[src/design/egbr_pkg.sv]
package egbr_pkg;

  localparam int MAX_PARTS   = 8;
  localparam int NUM_CUTS    = 7;
  localparam int PART_CAP    = (MAX_PARTS < NUM_CUTS + 1) ? MAX_PARTS : NUM_CUTS + 1;
  localparam int NUM_BUCKETS = MAX_PARTS * MAX_PARTS;
  localparam int BUCKET_W    = 6;
  localparam int SLOT_W      = 32;
  localparam int VERTEX_W    = 32;
  localparam int PCOUNT_W    = 4;
  localparam int PART_W      = 3;
  localparam int CFG_IDX_W   = 3;
  localparam int CFG_DATA_W  = 32;

  localparam logic [CFG_IDX_W-1:0] REG_PART_COUNT = 3'd0;

  typedef struct packed {
    logic [VERTEX_W-1:0] src_vertex;
    logic [VERTEX_W-1:0] dst_vertex;
    logic                last_edge;
  } in_req_t;

  typedef struct packed {
    logic [BUCKET_W-1:0] bucket;
    logic [SLOT_W-1:0]   slot;
    logic [VERTEX_W-1:0] out_src;
    logic [VERTEX_W-1:0] out_dst;
    logic                out_last;
  } out_req_t;

  typedef struct packed {
    logic [PCOUNT_W-1:0]                parts;
    logic [NUM_CUTS-1:0][VERTEX_W-1:0] cuts;
  } cfg_t;

endpackage

[src/design/egbr_cfg.sv]
module egbr_cfg import egbr_pkg::*; (
  input  logic                  clk,
  input  logic                  rst_n,
  input  logic                  cfg_we,
  input  logic [CFG_IDX_W-1:0]  cfg_index,
  input  logic [CFG_DATA_W-1:0] cfg_wdata,
  output cfg_t                  cfg
);

  logic [PCOUNT_W-1:0]                part_count_r;
  logic [NUM_CUTS-1:0][VERTEX_W-1:0] cuts_r;

  always_ff @(posedge clk) begin
    if (!rst_n) begin
      part_count_r <= PCOUNT_W'(1);
      cuts_r       <= '0;
    end else if (cfg_we) begin
      if (cfg_index == REG_PART_COUNT) begin
        part_count_r <= cfg_wdata[PCOUNT_W-1:0];
      end else begin
        cuts_r[cfg_index - CFG_IDX_W'(1)] <= cfg_wdata[VERTEX_W-1:0];
      end
    end
  end

  always_comb begin
    cfg.cuts = cuts_r;
    if (part_count_r == '0) begin
      cfg.parts = PCOUNT_W'(1);
    end else if (part_count_r > PCOUNT_W'(PART_CAP)) begin
      cfg.parts = PCOUNT_W'(PART_CAP);
    end else begin
      cfg.parts = part_count_r;
    end
  end

endmodule

[src/design/egbr_locate.sv]
module egbr_locate import egbr_pkg::*; (
  input  cfg_t                cfg,
  input  logic [VERTEX_W-1:0] src_vertex,
  input  logic [VERTEX_W-1:0] dst_vertex,
  output logic [BUCKET_W-1:0] bucket
);

  logic [PART_W-1:0] limit;
  logic [PART_W-1:0] row;
  logic [PART_W-1:0] col;
  logic              row_run;
  logic              col_run;

  assign limit = PART_W'(cfg.parts - PCOUNT_W'(1));

  always_comb begin
    row     = '0;
    col     = '0;
    row_run = 1'b1;
    col_run = 1'b1;
    for (int i = 0; i < NUM_CUTS; i++) begin
      if (row_run && (PART_W'(i) < limit) && (src_vertex >= cfg.cuts[i])) begin
        row = PART_W'(i + 1);
      end else begin
        row_run = 1'b0;
      end
      if (col_run && (PART_W'(i) < limit) && (dst_vertex >= cfg.cuts[i])) begin
        col = PART_W'(i + 1);
      end else begin
        col_run = 1'b0;
      end
    end
  end

  assign bucket = BUCKET_W'(row) * BUCKET_W'(cfg.parts) + BUCKET_W'(col);

endmodule

[src/design/egbr_fill_mem.sv]
module egbr_fill_mem import egbr_pkg::*; (
  input  logic                clk,
  input  logic                rst_n,
  input  logic                rd_en,
  input  logic [BUCKET_W-1:0] rd_addr,
  output logic [SLOT_W-1:0]   rd_data,
  input  logic                wr_en,
  input  logic [BUCKET_W-1:0] wr_addr,
  input  logic [SLOT_W-1:0]   wr_data
);

  logic [SLOT_W-1:0]      mem [NUM_BUCKETS];
  logic [NUM_BUCKETS-1:0] valid_r;
  logic [SLOT_W-1:0]      rd_data_r;
  logic                   rd_vld_r;

  always_ff @(posedge clk) begin
    if (wr_en) begin
      mem[wr_addr] <= wr_data;
    end
    if (rd_en) begin
      rd_data_r <= mem[rd_addr];
    end
  end

  always_ff @(posedge clk) begin
    if (!rst_n) begin
      valid_r  <= '0;
      rd_vld_r <= 1'b0;
    end else begin
      if (wr_en) begin
        valid_r[wr_addr] <= 1'b1;
      end
      if (rd_en) begin
        rd_vld_r <= valid_r[rd_addr];
      end
    end
  end

  assign rd_data = rd_vld_r ? rd_data_r : '0;

endmodule

[src/design/edge_grid_bucket_router.sv]
// An accepted request is registered in stage 1, where its bucket counter is
// read, and then in the output register, from which its result is offered.
// Throughput: one request per cycle unless the output stalls; the bucket counter
// memory is read at acceptance and written back as the request leaves stage 1,
// with forwarding between consecutive requests to the same bucket.
// Reset (synchronous, active low) restores the configuration defaults and
// clears all bucket counters at once through per-bucket valid bits.
module edge_grid_bucket_router import egbr_pkg::*; (
  input  logic                  clk,
  input  logic                  rst_n,
  input  logic                  in_valid,
  output logic                  in_ready,
  input  in_req_t               in_data,
  output logic                  out_valid,
  input  logic                  out_ready,
  output out_req_t              out_data,
  input  logic                  cfg_we,
  input  logic [CFG_IDX_W-1:0]  cfg_index,
  input  logic [CFG_DATA_W-1:0] cfg_wdata
);

  cfg_t                cfg;
  logic [BUCKET_W-1:0] in_bucket;
  logic                in_acc;
  logic                s1_adv;
  logic                s1_valid_r;
  in_req_t             s1_req_r;
  logic [BUCKET_W-1:0] s1_bucket_r;
  logic [SLOT_W-1:0]   mem_rd_data;
  logic [SLOT_W-1:0]   cnt;
  logic                fwd_hit_r;
  logic                fwd_hit_nxt;
  logic [SLOT_W-1:0]   fwd_val_r;
  logic                out_valid_r;
  out_req_t            out_data_r;

  egbr_cfg u_cfg (
    .clk       (clk),
    .rst_n     (rst_n),
    .cfg_we    (cfg_we),
    .cfg_index (cfg_index),
    .cfg_wdata (cfg_wdata),
    .cfg       (cfg)
  );

  egbr_locate u_locate (
    .cfg        (cfg),
    .src_vertex (in_data.src_vertex),
    .dst_vertex (in_data.dst_vertex),
    .bucket     (in_bucket)
  );

  egbr_fill_mem u_fill_mem (
    .clk     (clk),
    .rst_n   (rst_n),
    .rd_en   (in_acc),
    .rd_addr (in_bucket),
    .rd_data (mem_rd_data),
    .wr_en   (s1_valid_r && s1_adv),
    .wr_addr (s1_bucket_r),
    .wr_data (cnt + SLOT_W'(1))
  );

  assign s1_adv   = !out_valid_r || out_ready;
  assign in_ready = !s1_valid_r || s1_adv;
  assign in_acc   = in_valid && in_ready;
  assign cnt      = fwd_hit_r ? fwd_val_r : mem_rd_data;

  assign fwd_hit_nxt = s1_valid_r && s1_adv && (in_bucket == s1_bucket_r);

  always_ff @(posedge clk) begin
    if (!rst_n) begin
      s1_valid_r  <= 1'b0;
      out_valid_r <= 1'b0;
      fwd_hit_r   <= 1'b0;
    end else begin
      if (in_ready) begin
        s1_valid_r <= in_valid;
      end
      if (s1_adv) begin
        out_valid_r <= s1_valid_r;
      end
      if (in_acc) begin
        fwd_hit_r <= fwd_hit_nxt;
      end
    end
  end

  always_ff @(posedge clk) begin
    if (in_acc) begin
      s1_req_r    <= in_data;
      s1_bucket_r <= in_bucket;
      fwd_val_r   <= cnt + SLOT_W'(1);
    end
    if (s1_adv && s1_valid_r) begin
      out_data_r.bucket   <= s1_bucket_r;
      out_data_r.slot     <= cnt;
      out_data_r.out_src  <= s1_req_r.src_vertex;
      out_data_r.out_dst  <= s1_req_r.dst_vertex;
      out_data_r.out_last <= s1_req_r.last_edge;
    end
  end

  assign out_valid = out_valid_r;
  assign out_data  = out_data_r;

  a_fwd_count: assert property (@(posedge clk) disable iff (!rst_n)
    in_acc && fwd_hit_nxt |=> fwd_hit_r && (cnt == $past(cnt) + SLOT_W'(1)))
    else $error("Back-to-back requests to one bucket did not see the updated count");

  a_stall_holds: assert property (@(posedge clk) disable iff (!rst_n)
    s1_valid_r && !s1_adv |=> s1_valid_r && $stable(s1_bucket_r) && $stable(cnt))
    else $error("Held request lost its bucket or count");

  a_stage_moves: assert property (@(posedge clk) disable iff (!rst_n)
    s1_valid_r && s1_adv |=> out_valid_r && (out_data_r.bucket == $past(s1_bucket_r)))
    else $error("Advancing request did not reach the output register");

  a_ready_when_free: assert property (@(posedge clk) disable iff (!rst_n)
    !s1_valid_r |-> in_ready)
    else $error("Input stalled with an empty pipeline stage");

  a_reset_clears: assert property (@(posedge clk)
    !rst_n |=> !s1_valid_r && !out_valid_r && !fwd_hit_r)
    else $error("Pipeline not empty after reset");

endmodule
[config.mk]
export PLATFORM = sky130hd
export DESIGN_NAME = edge_grid_bucket_router
export DESIGN_NICKNAME = d
export VERILOG_FILES = /design/src/design/egbr_pkg.sv /design/src/design/egbr_cfg.sv /design/src/design/egbr_locate.sv /design/src/design/egbr_fill_mem.sv /design/src/design/edge_grid_bucket_router.sv
export SDC_FILE = /design/constraint.sdc
export NUM_CORES = 2
export LEC_CHECK = 0
export BUFFER_PORTS_ARGS = -buffer_cell sky130_fd_sc_hd__buf_4
export CELL_PAD_IN_SITES_DETAIL_PLACEMENT = 1
export CELL_PAD_IN_SITES_GLOBAL_PLACEMENT = 1
export CORE_MARGIN = 10
export CORE_UTILIZATION = 45
export CTS_CLUSTER_SIZE = 24
export DETAILED_ROUTE_END_ITERATION = 12
export PLACE_DENSITY_LB_ADDON = 0.15
export SYNTH_ARGS = -nofsm -noshare
export SYNTH_HDL_FRONTEND = slang
export SYNTH_HIERARCHICAL = 1
export SYNTH_SLANG_ARGS = --single-unit
[constraint.sdc]
create_clock -name clk -period 34 [get_ports clk]
set_input_delay 6.8 -clock clk [delete_from_list [all_inputs] [get_ports clk]]
set_output_delay 6.8 -clock clk [all_outputs]
set_load 0.005 [all_outputs]
Word-level counts from Yosys, hierarchy flattened
Memory sizes are Yosys's and may differ from the RTL's. A register that Yosys moved wholly into a read port is not among the register bits.
Cells that the tools add are included.
W data, S select, Z words.
Word-level totals
  bits in registers: 502
  bits in latches: 0
  RAM bits: 2048
  ROM bits: 0
  input port bits: 105
  output and inout port bits: 105
  logic and storage cells: 137
  memories: 1
Operators by class
  add/subtract/negate cells: 4
  $mul: 1
  div/mod/pow operators: 0
  $lt $le $gt $ge: 27
  eq/ne operators: 1
  shift operators: 0
  muxes and demuxes: 39
  bitwise logic cells: 2
  reductions and logical operators: 39
Memory list
  u_fill_mem.mem: depth 64, bits a word 32, rd ports 1, clocked after Yosys merged registers in 1, write ports 1, line egbr_fill_mem.sv:12  | logic [SLOT_W-1:0] mem [NUM_BUCKETS];
Operators by type and width (number)
  $ge A32 B32 Y1: 14
  $bwmux W224: 1
  $demux W32 S3: 1
  $mux W32: 3
  $or A64 B64 Y64: 1
  $add A32 B1 Y32 const B: 1
  $logic_and A1 B1 Y1: 31
  $mux W3: 10
  $mux W1: 18
  $lt A6 B7 Y1 const B: 2
  $lt A3 B3 Y1 const A: 3
  $mux W4: 2
  $add A6 B3 Y6: 1
  $bmux W1 S6: 1
  $demux W1 S6: 1
  $eq A6 B6 Y1: 1
  $ge A6 B1 Y1 const B: 1
  $lt A1 B3 Y1 const A: 2
  $lt A2 B3 Y1 const A: 2
  $mul A3 B4 Y6: 1
  $sub A3 B1 Y3 const B: 2
  $gt A4 B4 Y1 const B: 1
  $logic_not A4 Y1: 1
  $lt A3 B4 Y1 const B: 1
  other kinds (7): 11

Longest topological paths before layout
  depth after elaboration: 29
  depth in mapped cells: 29

Hierarchy
Netlist, hierarchy kept.
By module, submodules not included
  egbr_fill_mem: instances 1, cells an instance 3259, area an instance 81423.1 um2, sequential area each 63761.2 um2
  egbr_locate: instances 1, cells an instance 1398, area an instance 10790.3 um2, sequential area each 0.0 um2
  egbr_cfg: instances 1, cells an instance 795, area an instance 8264.2 um2, sequential area each 4564.4 um2
  edge_grid_bucket_router: instances 1, cells an instance 417, area an instance 7682.4 um2, sequential area each 6246.0 um2

Least setup slack after synthesis
Ideal clock, no wire load.
  path type: input port to flip-flop
  start: in out_ready
  end: mem u_fill_mem.mem[42][0] (enable)
  arrival: 15.076 ns
  data required time: 33.537 ns
  setup slack: 18.461 ns
  cell stages on the path: 4
  path buffers: 0
  cells stage by stage: nor2b_1 > nor2b_1 > nand4_1 > nor3_1
Between the ends
  cells in the longest elaborated chain, start to end: 4
RTL lines
  start: declaration: line edge_grid_bucket_router.sv:15  | input logic out_ready,
  $logic_or A1 B1 Y1: line edge_grid_bucket_router.sv:64  | assign s1_adv = !out_valid_r || out_ready;
  $logic_and A1 B1 Y1: line edge_grid_bucket_router.sv:59  | .wr_en (s1_valid_r && s1_adv),
  $mux W1: line egbr_fill_mem.sv:18  | if (wr_en) begin
  $mux W1 (not written as such): line egbr_fill_mem.sv:19  | mem[wr_addr] <= wr_data;
  end: declaration: line egbr_fill_mem.sv:12
No other way between the ends.

Worst setup path in the final report
  start: in in_data[33] (netlist name)
  end: reg u_fill_mem.rd_data_r[14], read port of u_fill_mem.mem, data pin
Between the ends
  cells in the longest elaborated chain, start to end: 23
  elaborated cells between the ends (all ways): 35
RTL lines
  start: declaration: line edge_grid_bucket_router.sv:13  | input in_req_t in_data,
  $ge A32 B32 Y1: line egbr_locate.sv:22  | if (row_run && (PART_W'(i) < limit) && (src_vertex >= cfg.cuts[i])) begin
  $logic_and A1 B1 Y1: line egbr_locate.sv:22
  $mux W1: line egbr_locate.sv:22
  $logic_and A1 B1 Y1 (2 in series): line egbr_locate.sv:22
  $mux W1: line egbr_locate.sv:22
  $logic_and A1 B1 Y1 (2 in series): line egbr_locate.sv:22
  $mux W1: line egbr_locate.sv:22
  $logic_and A1 B1 Y1 (2 in series): line egbr_locate.sv:22
  [3 not listed]
  $mux W1: line egbr_locate.sv:22
  $logic_and A1 B1 Y1 (2 in series): line egbr_locate.sv:22
  $mux W1: line egbr_locate.sv:22
  $logic_and A1 B1 Y1 (2 in series): line egbr_locate.sv:22
  $mux W3 *: line egbr_locate.sv:22
  $mul A3 B4 Y6 *: line egbr_locate.sv:35  | assign bucket = BUCKET_W'(row) * BUCKET_W'(cfg.parts) + BUCKET_W'(col);
  $add A6 B3 Y6 *: line egbr_locate.sv:35
  via in_bucket[2]: line edge_grid_bucket_router.sv:23  | logic [BUCKET_W-1:0] in_bucket;
  end: declaration: line egbr_fill_mem.sv:14  | logic [SLOT_W-1:0] rd_data_r;
Mark *: on every way through the listed nets, which the timed path passes. The rest lies on a longest branch.
A chain may end at the register's enable or synchronous reset.

==> flow_metrics.tcl <==
set metrics [dict create \
    synthTopCellsByArea "edfxtp_1 (63%), mux4_2 (14%), dfxtp_1 (5.5%)" \
    ys_warn_count 6 \
    hold_buffers 0 \
    cts_tree "yes" \
    overflow 0 \
    final_core_util_pct 51.8 \
    synth_ff_type "edfxtp_1" \
    die_x_um 510 \
    synth_compound_area_share_pct 3.12 \
    synth.ff_latch_count 2582 \
    period_share_pct 46.3 \
    die_h_um 510 \
    setup_viol 0 \
    status "finished clean" \
    pwr-share-comb_pct 7.8 \
    grt_pass1_wl_mm 450 \
    grt_pass1_vias 60873 \
    drive_above_1_share_pct 23.7 \
    crit_chain "buf_4 > inv_1 > ha_1 > nor3b_1 > o21ai_0 > a211oi_1 > o211ai_1 > a31oi_1 > nor2_1 > and3_1 > a21o_1 > fa_1 > fa_1 > inv_1 > fa_4 > buf_4 > buf_12 > buf_12 > buf_4 > mux4_2 > mux4_2 > mux4_2" \
    grt_usage_pct 24.0 \
    synth-adder-area-share_pct 5.42 \
    place_ws_ps 17390 \
    synthXorXnorAreaFrac_pct 0.316 \
    crit_buf_inv 7 \
    cp_max_fo 118 \
    antenna_found_initial 8 \
    start_util_pct 45.3 \
    ioPinCount 210 \
    postRouteAntennaNets 0 \
    critPathSlowestCell "fa_4" \
    timing.fmax_ghz 0.0635 \
    fin_ws_ps 18240 \
    critPathRequiredTime_ps 34640 \
    muxShareOfSynthArea_pct 16.8 \
    clkPwrFrac_pct 42.0 \
    core_mm2 0.239 \
    area_growth_pct 14.2 \
    via_per_inst 6.07 \
    fill_cells 21631 \
    cts_setup_buffers 0 \
    drc 0 \
    cts_root_buffer "clkbuf_16" \
    p_seq_share_pct 50.2 \
    tightest_slew_ps 1250 \
    maxCapViolCount 0 \
    drt_wl_total_mm 316 \
    skew_ps 83.3 \
    crit_arrival_ps 16400 \
    synth_top_area_share_pct 63.5 \
    first_pass_iters 6 \
    slew-limit-headroom_pct 14.4 \
    tns_ps 0 \
    switching_share_pct 22.1 \
    synth_edf_count 2286 \
    h-tree-depth 5 \
    crit_path_end_kind "flop" \
    clock-sinks 2582 \
    synth_top_family_by_area "multiplexers" \
    slew_viol_final 0 \
    hold_path_class "flop to flop" \
    clock_path_buffers 4 \
    rows 179 \
    worstSetupPathType "input pin to flop" \
    fin_nets 6845 \
    synthArstFlopShare_pct 0 \
    vdd_ir_drop_max_uv 44.6 \
    postCtsResizedCells 0 \
    hold_violations 0 \
    clkTransAtPathRegs_ps 60 \
    gp_congestion 0.859 \
    drt_iter0_markers 5818 \
    hpwl_mm 184 \
    die-area_mm2 0.260 \
    avgSynthCellArea_um2 18.4 \
    syn_nets 6440 \
    rsz0062_at_grt "no" \
    p_int_w 0.00543 \
    p_leak_nw 41.2 \
    netSwitchingPower_w 0.00154 \
    numPortBuffers 209 \
    p_total_w 0.00697 \
    synth_cells 5869 \
    via_count 58557 \
    cp-start-kind "input pin" \
    wire_per_inst_um 32.8 \
    yosys.area.top_type "edfxtp_1" \
    path_delay_family "buffers and inverters" \
    grt_max_degree 127 \
    yosysSeqAreaShare_pct 68.9 \
    synth-simple-area-share_pct 3.54 \
    synth_area_mm2 0.108 \
    cp_slowest_stage_delay_ps 1190 \
    hold_slack_ps 416 \
    power.density_mw_per_mm2 56.4 \
    finalWorstPathRequiredPeriod_ps 15760 \
    cts_made_buffers 290 \
    synth_cell_types 72 \
    worstSkewPairLatency_ps 930 \
]
[metrics by stage]
step | area [um^2] | cells
2_1_floorplan | 108000 | 5869
3_3_place_gp | 115000 | 9149
3_5_place_dp | 115000 | 9149
4_1_cts | 123000 | 9640
5_1_grt | 123000 | 9641
6_report | 123000 | 9645
[cells by family after synthesis]
logic type	count (synthesis)
xor gates and xnor gates	39
and+or+nand+nor	809
AOI/OAI and AO/OA	513
adders and majority gates	466
muxes	971
buffers and inverters	489
DFF	2582
[layout make-up]
class | count | area, um^2 | area share [%]
Tap cell | 3167 | 3960 | 3.21
Multi-Input combinational cell | 2798 | 32500 | 26.4
Inverter | 249 | 935 | 0.757
Antenna cell | 5 | 12.5 | 0.0101
Clock buffer | 379 | 7760 | 6.28
Sequential cell | 2582 | 74600 | 60.4
Clock inverter | 112 | 935 | 0.757
Timing Repair Buffer | 353 | 2760 | 2.23
[layer usage]
| layer | GRT usage [%] | up-vias | part of all wire, % |
|---|---|---|---|
| li1 | - | 24385 | - |
| met1 | 32.5 | 31681 | 41 |
| met2 | 40.7 | 2001 | 50 |
| met3 | 3.36 | 490 | 5.8 |
| met4 | 6.91 | 0 | 3.0 |
| met5 | 0 | - | 0 |
[sequential cells by signal, summed over array words and instances, names as in the netlist]
| register | cells |
|---|---|
| u_fill_mem/rd_data_r | 32 |
| u_fill_mem/rd_vld_r | 1 |
| u_fill_mem/valid_r | 64 |
| s1_req_r | 65 |
| u_fill_mem/mem | 2048 |
| fwd_hit_r | 1 |
| s1_bucket_r | 6 |
| out_data | 103 |
| out_valid | 1 |
| u_cfg/cfg | 224 |
| s1_valid_r | 1 |
| fwd_val_r | 32 |
| u_cfg/part_count_r | 4 |
[Yosys cell counts (all sizes together) (5+ instances only)]
library cell,number
a41o,7
dfxtp,296
a21oi,155
a31oi,8
a22oi,6
nand2,364
o31ai,7
o22ai,6
and3,7
mux2i,286
xor2,15
nor2,133
nor4,18
o21a,71
nor3,21
ha,462
a2111oi,10
mux4,670
a221oi,7
and4,16
clkbuf,114
mux2,15
edfxtp,2286
nand2b,19
nand3b,14
o2111ai,7
xnor2,24
a211oi,22
a32o,5
nand3,53
o21ai,84
a211o,6
or3,6
a21o,71
nor2b,34
nand4,63
o211ai,15
and2,45
inv,249
buf,126
[power by group through the flow]
| stage | Sequential (W) | Combinational [W] | Clock (W) |
|---|---|---|---|
| floorplan | 0.00356 | 0.000365 | 0 |
| global placement | 0.00356 | 0.000537 | 0 |
| detailed placement | 0.00356 | 0.000549 | 0 |
| CTS | 0.00350 | 0.000551 | 0.00299 |
| global route | 0.00350 | 0.000589 | 0.00311 |
| finish | 0.00350 | 0.000542 | 0.00293 |
[cell usage in the layout (no fill, tap or decap), types with 32 or more instances in the layout]
| cell type | count |
|---|---|
| inv_1 | 249 |
| mux4_2 | 670 |
| ha_1 | 460 |
| a21oi_1 | 153 |
| o21ai_0 | 65 |
| mux2i_1 | 286 |
| edfxtp_1 | 2286 |
| nand3_1 | 51 |
| clkbuf_16 | 293 |
| buf_4 | 344 |
| nand2_1 | 364 |
| dfxtp_1 | 295 |
| nand4_1 | 63 |
| nor2b_1 | 32 |
| nor2_4 | 62 |
| clkinv_2 | 40 |
| nor2_1 | 71 |
| and2_1 | 41 |
| clkinv_1 | 42 |
| clkbuf_1 | 73 |
| a21o_1 | 71 |
| o21a_1 | 71 |
[path summary, 6_finish.rpt]
kind                                    start  slack [ps]                            endpoint  depth (start not counted)
setup reg to reg  u_cfg/cfg[101]$_SDFFE_PN0P_       24190  u_fill_mem/rd_data_r[14]$_DFFE_PP_                         21
setup / recovery                  in_data[33]       18240  u_fill_mem/rd_data_r[14]$_DFFE_PP_                         22
hold reg to reg         s1_req_r[4]$_DFFE_PP_         420               out_data[4]$_DFFE_PP_                          0
hold / removal          s1_req_r[4]$_DFFE_PP_         420               out_data[4]$_DFFE_PP_                          0
No activity file was read; power rests on OpenSTA's default activity.
